===== src/hdl/lts_pkg.sv =====
// Shared types, codes and defaults of the lottery task selector.
`default_nettype none

package lts_pkg;

    localparam int MAX_TASKS_DEF   = 16;
    localparam int TICKET_BITS_DEF = 16;
    localparam int RND_BITS        = 32;

    localparam logic [1:0] ST_LOADED  = 2'd0;
    localparam logic [1:0] ST_GRANTED = 2'd1;
    localparam logic [1:0] ST_EMPTY   = 2'd2;
    localparam logic [1:0] ST_FULL    = 2'd3;

    localparam logic KIND_LOAD  = 1'b0;
    localparam logic KIND_SCHED = 1'b1;

    typedef struct packed {
        logic        kind;
        logic [15:0] ticket_count;
        logic [31:0] random_value;
        logic        current_done;
    } req_word_t;

    typedef struct packed {
        logic [1:0] status;
        logic [3:0] slot;
    } rsp_word_t;

    typedef struct packed {
        logic capture;
        logic do_load;
        logic ret_apply;
        logic div_start;
        logic div_step;
        logic scan_start;
        logic scan_step;
        logic res_grant;
        logic res_empty;
        logic push;
    } cmd_t;

    typedef struct packed {
        logic in_kind;
        logic none_left;
        logic div_last;
        logic scan_hit;
        logic scan_end;
        logic out_busy;
    } stat_t;

endpackage

`default_nettype wire


===== src/hdl/lts_ctrl.sv =====
// Sequencer of the lottery task selector: load, retire, modulo and scan steps.
`default_nettype none

module lts_ctrl (
    input  wire logic          clk,
    input  wire logic          rst_n,
    input  wire logic          req_valid,
    output logic               req_stall,
    input  wire lts_pkg::stat_t stat,
    output lts_pkg::cmd_t      cmd
);

    localparam logic [2:0] S_IDLE      = 3'd0;
    localparam logic [2:0] S_LOAD      = 3'd1;
    localparam logic [2:0] S_RET_RD    = 3'd2;
    localparam logic [2:0] S_RET_APPLY = 3'd3;
    localparam logic [2:0] S_CHECK     = 3'd4;
    localparam logic [2:0] S_DIV       = 3'd5;
    localparam logic [2:0] S_SCAN      = 3'd6;
    localparam logic [2:0] S_EMIT      = 3'd7;

    logic [2:0] state_reg;
    logic [2:0] state_next;

    assign req_stall = (state_reg != S_IDLE);

    always_comb
    begin
        state_next = state_reg;
        cmd        = '0;
        case (state_reg)
            S_IDLE:
            begin
                if (req_valid)
                begin
                    cmd.capture = 1'b1;
                    if (stat.in_kind == lts_pkg::KIND_SCHED)
                        state_next = S_RET_RD;
                    else
                        state_next = S_LOAD;
                end
            end
            S_LOAD:
            begin
                cmd.do_load = 1'b1;
                state_next  = S_EMIT;
            end
            S_RET_RD:
            begin
                // table read of the running slot is in flight
                state_next = S_RET_APPLY;
            end
            S_RET_APPLY:
            begin
                cmd.ret_apply = 1'b1;
                state_next    = S_CHECK;
            end
            S_CHECK:
            begin
                if (stat.none_left)
                begin
                    cmd.res_empty = 1'b1;
                    state_next    = S_EMIT;
                end
                else
                begin
                    cmd.div_start = 1'b1;
                    state_next    = S_DIV;
                end
            end
            S_DIV:
            begin
                cmd.div_step = 1'b1;
                if (stat.div_last)
                begin
                    cmd.scan_start = 1'b1;
                    state_next     = S_SCAN;
                end
            end
            S_SCAN:
            begin
                cmd.scan_step = 1'b1;
                if (stat.scan_hit)
                begin
                    cmd.res_grant = 1'b1;
                    state_next    = S_EMIT;
                end
                else if (stat.scan_end)
                begin
                    cmd.res_empty = 1'b1;
                    state_next    = S_EMIT;
                end
            end
            S_EMIT:
            begin
                if (!stat.out_busy)
                begin
                    cmd.push   = 1'b1;
                    state_next = S_IDLE;
                end
            end
            default:
            begin
                state_next = S_IDLE;
            end
        endcase
    end

    always_ff @(posedge clk or negedge rst_n)
    begin
        if (!rst_n)
            state_reg <= S_IDLE;
        else
            state_reg <= state_next;
    end

endmodule

`default_nettype wire


===== src/hdl/lts_datapath.sv =====
// Ticket table, totals, serial modulo unit, slot scan and output register.
`default_nettype none

module lts_datapath #(
    parameter int MAX_TASKS   = lts_pkg::MAX_TASKS_DEF,
    parameter int TICKET_BITS = lts_pkg::TICKET_BITS_DEF
) (
    input  wire logic              clk,
    input  wire logic              rst_n,
    input  wire lts_pkg::req_word_t req_word,
    input  wire lts_pkg::cmd_t     cmd,
    output lts_pkg::stat_t         stat,
    output logic                   rsp_valid,
    input  wire logic              rsp_stall,
    output lts_pkg::rsp_word_t     rsp_word
);

    localparam int IDX_W   = $clog2(MAX_TASKS);
    localparam int CNT_W   = $clog2(MAX_TASKS + 1);
    localparam int TOTAL_W = TICKET_BITS + IDX_W;
    localparam int SUM_W   = TOTAL_W + 1;
    localparam int DCNT_W  = $clog2(lts_pkg::RND_BITS);

    // ticket store, undefined until written
    logic [TICKET_BITS-1:0] ticket_mem [MAX_TASKS];
    logic [TICKET_BITS-1:0] rd_data_reg;

    logic [MAX_TASKS-1:0]   live_reg, live_next;
    logic [CNT_W-1:0]       live_cnt_reg, live_cnt_next;
    logic [TOTAL_W-1:0]     total_reg, total_next;
    logic [CNT_W-1:0]       free_reg, free_next;
    logic [IDX_W-1:0]       run_slot_reg, run_slot_next;
    logic                   run_valid_reg, run_valid_next;

    logic [TICKET_BITS-1:0] ticket_reg;
    logic                   done_reg;
    logic [lts_pkg::RND_BITS-1:0] rnd_reg, rnd_next;

    logic [TOTAL_W-1:0]     rem_reg, rem_next;
    logic [DCNT_W-1:0]      dcnt_reg, dcnt_next;

    logic [CNT_W-1:0]       issue_idx_reg, issue_idx_next;
    logic [IDX_W-1:0]       acc_idx_reg, acc_idx_next;
    logic                   acc_valid_reg, acc_valid_next;
    logic [TOTAL_W-1:0]     sum_reg, sum_next;

    logic [1:0]             res_status_reg, res_status_next;
    logic [3:0]             res_slot_reg, res_slot_next;

    logic                   rsp_valid_reg, rsp_valid_next;
    lts_pkg::rsp_word_t     rsp_word_reg, rsp_word_next;

    logic [31:0]            tk_wide;
    logic [TICKET_BITS-1:0] ticket_in;
    logic                   table_full;
    logic                   ret_any, ret_hit;
    logic [TOTAL_W-1:0]     rd_ext;
    logic [SUM_W-1:0]       shifted, total_ext;
    logic                   scan_issue;
    logic [IDX_W-1:0]       rd_addr;
    logic                   wr_en;
    logic [SUM_W-1:0]       sum_add;
    logic                   acc_live;
    logic [7:0]             free_slot8, acc_slot8;

    assign tk_wide   = 32'(req_word.ticket_count);
    assign ticket_in = tk_wide[TICKET_BITS-1:0];

    assign table_full = (free_reg == CNT_W'(MAX_TASKS));
    assign ret_any    = done_reg && run_valid_reg;
    assign ret_hit    = ret_any && live_reg[run_slot_reg];
    assign rd_ext     = TOTAL_W'(rd_data_reg);

    assign shifted    = {rem_reg, rnd_reg[lts_pkg::RND_BITS-1]};
    assign total_ext  = SUM_W'(total_reg);

    assign scan_issue = cmd.scan_step && (issue_idx_reg < CNT_W'(MAX_TASKS));
    assign rd_addr    = scan_issue ? issue_idx_reg[IDX_W-1:0] : run_slot_reg;
    assign wr_en      = cmd.do_load && !table_full;

    assign acc_live   = acc_valid_reg && live_reg[acc_idx_reg];
    assign sum_add    = SUM_W'(sum_reg) + SUM_W'(rd_data_reg);

    assign free_slot8 = 8'(free_reg[IDX_W-1:0]);
    assign acc_slot8  = 8'(acc_idx_reg);

    assign stat.in_kind   = req_word.kind;
    assign stat.none_left = (live_cnt_reg == '0) || (total_reg == '0);
    assign stat.div_last  = (dcnt_reg == '0);
    // winner is rem + 1, so the running sum reaches it once it exceeds rem
    assign stat.scan_hit  = acc_live && (sum_add > SUM_W'(rem_reg));
    assign stat.scan_end  = !acc_valid_reg && (issue_idx_reg == CNT_W'(MAX_TASKS));
    assign stat.out_busy  = rsp_valid_reg && rsp_stall;

    assign rsp_valid = rsp_valid_reg;
    assign rsp_word  = rsp_word_reg;

    always_ff @(posedge clk)
    begin
        if (wr_en)
            ticket_mem[free_reg[IDX_W-1:0]] <= ticket_reg;
        rd_data_reg <= ticket_mem[rd_addr];
    end

    always_ff @(posedge clk)
    begin
        if (cmd.capture)
        begin
            ticket_reg <= ticket_in;
            done_reg   <= req_word.current_done;
        end
        rnd_reg        <= rnd_next;
        rem_reg        <= rem_next;
        sum_reg        <= sum_next;
        acc_idx_reg    <= acc_idx_next;
        res_status_reg <= res_status_next;
        res_slot_reg   <= res_slot_next;
        rsp_word_reg   <= rsp_word_next;
    end

    always_comb
    begin
        live_next       = live_reg;
        live_cnt_next   = live_cnt_reg;
        total_next      = total_reg;
        free_next       = free_reg;
        run_slot_next   = run_slot_reg;
        run_valid_next  = run_valid_reg;
        rnd_next        = rnd_reg;
        rem_next        = rem_reg;
        dcnt_next       = dcnt_reg;
        issue_idx_next  = issue_idx_reg;
        acc_idx_next    = acc_idx_reg;
        acc_valid_next  = acc_valid_reg;
        sum_next        = sum_reg;
        res_status_next = res_status_reg;
        res_slot_next   = res_slot_reg;
        rsp_valid_next  = rsp_valid_reg;
        rsp_word_next   = rsp_word_reg;

        if (cmd.capture)
            rnd_next = req_word.random_value;

        if (cmd.do_load)
        begin
            if (table_full)
            begin
                res_status_next = lts_pkg::ST_FULL;
                res_slot_next   = '0;
            end
            else
            begin
                live_next[free_reg[IDX_W-1:0]] = 1'b1;
                live_cnt_next   = live_cnt_reg + 1'b1;
                total_next      = total_reg + TOTAL_W'(ticket_reg);
                free_next       = free_reg + 1'b1;
                res_status_next = lts_pkg::ST_LOADED;
                res_slot_next   = free_slot8[3:0];
            end
        end

        if (cmd.ret_apply)
        begin
            if (ret_hit)
            begin
                total_next = (total_reg >= rd_ext) ? total_reg - rd_ext : '0;
                live_next[run_slot_reg] = 1'b0;
                live_cnt_next = live_cnt_reg - 1'b1;
            end
            if (ret_any)
                run_valid_next = 1'b0;
        end

        if (cmd.div_start)
        begin
            rem_next  = '0;
            dcnt_next = DCNT_W'(lts_pkg::RND_BITS - 1);
        end

        // restoring remainder, one bit of the draw per step
        if (cmd.div_step)
        begin
            if (shifted >= total_ext)
                rem_next = TOTAL_W'(shifted - total_ext);
            else
                rem_next = TOTAL_W'(shifted);
            rnd_next  = {rnd_reg[lts_pkg::RND_BITS-2:0], 1'b0};
            dcnt_next = dcnt_reg - 1'b1;
        end

        if (cmd.scan_start)
        begin
            issue_idx_next = '0;
            acc_valid_next = 1'b0;
            sum_next       = '0;
        end

        if (cmd.scan_step)
        begin
            if (scan_issue)
            begin
                acc_idx_next   = issue_idx_reg[IDX_W-1:0];
                acc_valid_next = 1'b1;
                issue_idx_next = issue_idx_reg + 1'b1;
            end
            else
                acc_valid_next = 1'b0;
            if (acc_live)
                sum_next = TOTAL_W'(sum_add);
        end

        if (cmd.res_grant)
        begin
            run_slot_next   = acc_idx_reg;
            run_valid_next  = 1'b1;
            res_status_next = lts_pkg::ST_GRANTED;
            res_slot_next   = acc_slot8[3:0];
        end

        if (cmd.res_empty)
        begin
            run_valid_next  = 1'b0;
            res_status_next = lts_pkg::ST_EMPTY;
            res_slot_next   = '0;
        end

        if (cmd.push)
        begin
            rsp_valid_next       = 1'b1;
            rsp_word_next.status = res_status_reg;
            rsp_word_next.slot   = res_slot_reg;
        end
        else if (rsp_valid_reg && !rsp_stall)
            rsp_valid_next = 1'b0;
    end

    always_ff @(posedge clk or negedge rst_n)
    begin
        if (!rst_n)
        begin
            live_reg      <= '0;
            live_cnt_reg  <= '0;
            total_reg     <= '0;
            free_reg      <= '0;
            run_slot_reg  <= '0;
            run_valid_reg <= 1'b0;
            dcnt_reg      <= '0;
            issue_idx_reg <= '0;
            acc_valid_reg <= 1'b0;
            rsp_valid_reg <= 1'b0;
        end
        else
        begin
            live_reg      <= live_next;
            live_cnt_reg  <= live_cnt_next;
            total_reg     <= total_next;
            free_reg      <= free_next;
            run_slot_reg  <= run_slot_next;
            run_valid_reg <= run_valid_next;
            dcnt_reg      <= dcnt_next;
            issue_idx_reg <= issue_idx_next;
            acc_valid_reg <= acc_valid_next;
            rsp_valid_reg <= rsp_valid_next;
        end
    end

endmodule

`default_nettype wire


===== src/hdl/lottery_task_selector_top.sv =====
// Top level of the lottery task selector: sequencer plus datapath.
//
// Lottery scheduler. A load word appends a task and its tickets to the next
// free slot (slots are never reused; a full table answers status 3). A
// schedule word optionally retires the running task, then draws the winner
// as random_value mod total + 1 and grants the first live slot whose running
// ticket sum reaches it. One response word per request word. A load passes
// through the load and emit states. A schedule reads and retires the running
// slot and checks for tickets left, runs the bit-serial remainder unit (one
// bit of the draw per cycle), reads the table in slot order pipelined through
// the table's registered read port, then passes the result through the emit
// state into the output register. With no tickets left the check answers
// empty directly. A new request is taken once the previous one has reached
// the output register, even if that response is still stalled.
`default_nettype none

module lottery_task_selector_top #(
    parameter int MAX_TASKS   = lts_pkg::MAX_TASKS_DEF,
    parameter int TICKET_BITS = lts_pkg::TICKET_BITS_DEF
) (
    input  wire logic               clk,
    input  wire logic               rst_n,
    input  wire logic               req_valid,
    output logic                    req_stall,
    input  wire lts_pkg::req_word_t req_word,
    output logic                    rsp_valid,
    input  wire logic               rsp_stall,
    output lts_pkg::rsp_word_t      rsp_word
);

    lts_pkg::cmd_t  cmd;
    lts_pkg::stat_t stat;

    lts_ctrl u_ctrl (
        .clk       (clk),
        .rst_n     (rst_n),
        .req_valid (req_valid),
        .req_stall (req_stall),
        .stat      (stat),
        .cmd       (cmd)
    );

    lts_datapath #(
        .MAX_TASKS   (MAX_TASKS),
        .TICKET_BITS (TICKET_BITS)
    ) u_datapath (
        .clk       (clk),
        .rst_n     (rst_n),
        .req_word  (req_word),
        .cmd       (cmd),
        .stat      (stat),
        .rsp_valid (rsp_valid),
        .rsp_stall (rsp_stall),
        .rsp_word  (rsp_word)
    );

endmodule

`default_nettype wire


===== config.mk =====
export PLATFORM = sky130hd
export DESIGN_NAME = lottery_task_selector_top
export DESIGN_NICKNAME = d
export VERILOG_FILES = /design/src/hdl/lts_pkg.sv /design/src/hdl/lts_ctrl.sv /design/src/hdl/lts_datapath.sv /design/src/hdl/lottery_task_selector_top.sv
export SDC_FILE = /design/constraint.sdc
export NUM_CORES = 1
export LEC_CHECK = 0
export BUFFER_PORTS_ARGS = -buffer_cell sky130_fd_sc_hd__buf_2
export CAP_MARGIN = 20
export CORE_MARGIN = 4
export CORE_UTILIZATION = 60
export CTS_BUF_LIST = sky130_fd_sc_hd__clkbuf_8
export DETAILED_ROUTE_END_ITERATION = 10
export GPL_ROUTABILITY_DRIVEN = 0
export PLACE_DENSITY = 0.77
export SYNTH_ARGS = -nofsm -noshare
export SYNTH_HDL_FRONTEND = slang
export SYNTH_SLANG_ARGS = --single-unit
export TNS_END_PERCENT = 10

===== constraint.sdc =====
create_clock -name clk -period 5.8 [get_ports clk]
set_input_delay 1.45 -clock clk [delete_from_list [all_inputs] [get_ports clk]]
set_output_delay 1.45 -clock clk [all_outputs]
set_load 0.005 [all_outputs]

==> impl_metrics.csv <==
group,metric,value,unit
cells_and_area,layout-drive-gt1-share,16.3,%
synthesis,synth_enable_flop_cells,334,
synthesis,yosysTopAreaCellShare,47.1,%
placed_design,placed_cell_area,22300,um2
min_path,hold_path_end,"u_datapath.rsp_word[5]",
route,viasPerCell,6.25,
sta,hold_viol,0,
power,ir_drop,0.427,mV
global_routing,met1_usage,34.9,%
worst_setup_path,path_depth,22,
clocking,clk_latency,620,ps
clocking,htreeDepth,3,
sta,clock_skew,27.7,ps
synthesis,synthDistinctLibCells,74,
placed_design,dpl.hpwl,32300,um
clocking,path_clk_slew,60,ps
worst_setup_path,critPathLaunchType,"flip-flop",
synthesis,ys_ff_latch,443,
sta,fin_hold_ws,452,ps
worst_setup_path,critPathTopFamily,"compound AO/OA/AOI/OAI gates",
global_routing,gr-usage-met2,40.7,%
synthesis,syn-cell-area,21300,um2
power,p_comb_share,45.9,%
min_path,hold_start,"u_datapath.res_status_reg[1]",
cells_and_area,largest_reg_flops,256,
power,power_leakage,0.00921,uW
cells_and_area,layout.core_utilization,67.9,%
sta,rsz0062_at_grt,"false",
die,core-area,34800,um2
global_routing,antenna_found_initial,0,
route,wirelength,48400,um
route,firstDrtPassIters,5,
route,drc,0,
worst_setup_path,cp_num_buf_inv,2,
die,die-area,38600,um2
power,p_sw_share,39.7,%
clocking,cts_setup_buffers,0,
clocking,cts-root-buf,"clkbuf_8",
worst_setup_path,regToRegStartpoint,"u_datapath.sum_reg[0]",
sta,worst_slew_margin_rel,38.8,%
placed_design,io_buffers,61,
worst_setup_path,crit_top_cell,"a21oi_1",
synthesis,avgSynthCellArea,13.1,um2
cells_and_area,final_area,23600,um2
die,start_util,61.2,%
power,p_switching,5230,uW
synthesis,seq_area_frac_synth,58.9,%
cells_and_area,fin_nets,1896,
cells_and_area,final_cell_mix,"edfxtp_1 (334), inv_1 (122), nand2_1 (118)",
sta,layout_min_cycle_time,5100,ps
power,p_int,7930,uW
synthesis,synthTopCellsByArea,"edfxtp_1 (47%), dfrtp_1 (7.8%), mux4_2 (7.4%)",
route,routedWlPerCell,21.5,um
global_routing,grt_overflow_total,0,
sta,setup-violations-final,0,
global_routing,busiest_layer,"met2",
worst_setup_path,worstPathRequired,6330,ps
clocking,holdBufCountCts,0,
power,pwr-share-clk,18.5,%
synthesis,yosysWarningCount,0,
power,powerDensity,557,nW/um2
worst_setup_path,rr_worst_depth,22,
clocking,clock_sinks,443,
synthesis,async_flop_share,14.9,%
power,seqPwrFrac,35.6,%
run,maxCapViolCount,0,
cells_and_area,areaGrowthSynthToFinish,10.9,%
sta,worstMarginPinSlew,916,ps
route,drt_iter0_drc,1026,
global_routing,grt_pass1_vias,13900,
worst_setup_path,crit_path_top_delay_cell,"a2bb2oi_1",
cells_and_area,final_common_cell,"edfxtp_1",
cells_and_area,fill_cells,2377,
synthesis,yosys_most_used_dff,"edfxtp_1",
worst_setup_path,crit_chain,"ha_1 -> inv_1 -> fa_1 -> nor2b_1 -> o31a_1 -> o41ai_1 -> o31ai_1 -> o21bai_1 -> nand2_1 -> a21oi_1 -> nor2_1 -> xnor2_1 -> ha_1 -> a21o_1 -> a21oi_1 -> o21ai_0 -> nor3_1 -> a2bb2oi_1 -> a21oi_1 -> buf_4 -> nand3b_1 -> a21boi_0",
worst_setup_path,worst_path_largest_cell_delay,510,ps
run_status,outcome,"finished, final reports clean",
global_routing,use_met3,4.77,%
synthesis,yosys.area.top_type,"edfxtp_1",
clocking,clockBufferDepth,3,
global_routing,grt_first_pass_wirelength,76500,um
worst_setup_path,r2r_end,"u_datapath.res_slot_reg[0]",
route,antenna_left,0,
min_path,holdPathStages,0,
synthesis,syn_nets,1786,
die,fp.dieW,196,um
sta,period_share,87.9,%
clocking,numCtsBuffers,70,
sta,setup_tns,0,ps
min_path,hold_class,"flip-flop to flip-flop",
route,vias,14100,
clocking,cts_resized,0,
worst_setup_path,path_class,"flip-flop to flip-flop",
sta,fmax,196,MHz
clocking,cts_tree,"built",
worst_setup_path,crit_arrival,5630,ps
die,rows,68,
worst_setup_path,cp_max_fo,17,
global_routing,grt_usage,25.2,%
worst_setup_path,crit_path_end_kind,"flip-flop",
synthesis,synth_cells,1631,
worst_setup_path,regToRegSetupSlack,700,ps
global_routing,grt_max_degree,67,
die,die_h,196,um
die,io_pins,62,
sta,finalMaxSlewViolations,0,
cells_and_area,n_antenna_cell,0,
-- how the worst max path moves through the flow --
stage	from	end	slack (ps)
after global routing	u_datapath.sum_reg[0]	u_datapath.res_slot_reg[0]	240
after floorplan	req_valid	u_datapath.rnd_reg[10]	1620
after global placement	u_datapath.sum_reg[0]	u_datapath.run_slot_reg[2]	750
after detailed placement	u_datapath.sum_reg[0]	u_datapath.res_slot_reg[0]	620
after CTS	u_datapath.sum_reg[0]	u_datapath.res_slot_reg[0]	560
final	u_datapath.sum_reg[0]	u_datapath.res_slot_reg[0]	700
-- metal layers --
metal  up-vias  wire [um]
met3       129       3630
met1      6909      20000
met2       574      23200
met4         0       1590
met5         -          0
li1       6440          -
-- cells by family after synthesis --
| group | share of synthesized area [%] |
|---|---|
| adders and majority gates | 6.07 |
| and+or+nand+nor | 9.06 |
| AOI/OAI and AO/OA | 11.1 |
| DFF | 58.9 |
| xor gates and xnor gates | 2.55 |
| muxes | 9.29 |
| buffers and inverters | 3.05 |
-- power groups by stage --
stage	clock, uW	combinational, uW	sequential [uW]
2_1_floorplan	0	4700	4420
6_report	2440	6040	4680
3_5_place_dp	0	5970	4720
5_1_grt	2640	6720	4740
4_1_cts	2500	6010	4660
3_3_place_gp	0	5810	4700
-- stage by stage --
step,worst slack (ps),cells,power (uW)
3_3_place_gp,754,2123,10500
6_report,699,2250,13200
4_1_cts,561,2249,13200
3_5_place_dp,617,2123,10700
5_1_grt,237,2250,14100
2_1_floorplan,1620,1631,9120
-- cells in the mapped netlist, types with 25 or more instances --
master and count:
a21o_1 33, a21oi_1 67, a22o_1 31, a31oi_1 31, clkbuf_1 39, dfrtp_1 66, dfxtp_1 43, edfxtp_1 334
ha_1 97, inv_1 97, mux2i_1 25, mux4_2 70, nand2_1 118, nand3_1 32, nor2_1 124, nor3_1 29
o21ai_0 66, xnor2_1 44
-- final cells by class --
type	instances	area [um2]	area share, %
Clock inverter	52	274	1.16
Timing Repair Buffer	98	608	2.57
Inverter	99	377	1.59
Multi-Input combinational cell	1029	8230	34.8
Tap cell	455	569	2.41
Clock buffer	74	1020	4.31
Sequential cell	443	12500	53.1
-- worst reg2reg max path, delay by kind of cell (launching register included) --
family                   cells  cell delay, ps
buffers and inverters        2             300
flip-flops                   1             310
AND/OR/NAND/NOR              5             680
AO/OA/AOI/OAI               11            2890
XOR/XNOR                     1             150
adder cells (fa/ha/maj)      3             710
No activity file was read; power rests on OpenSTA's default activity.
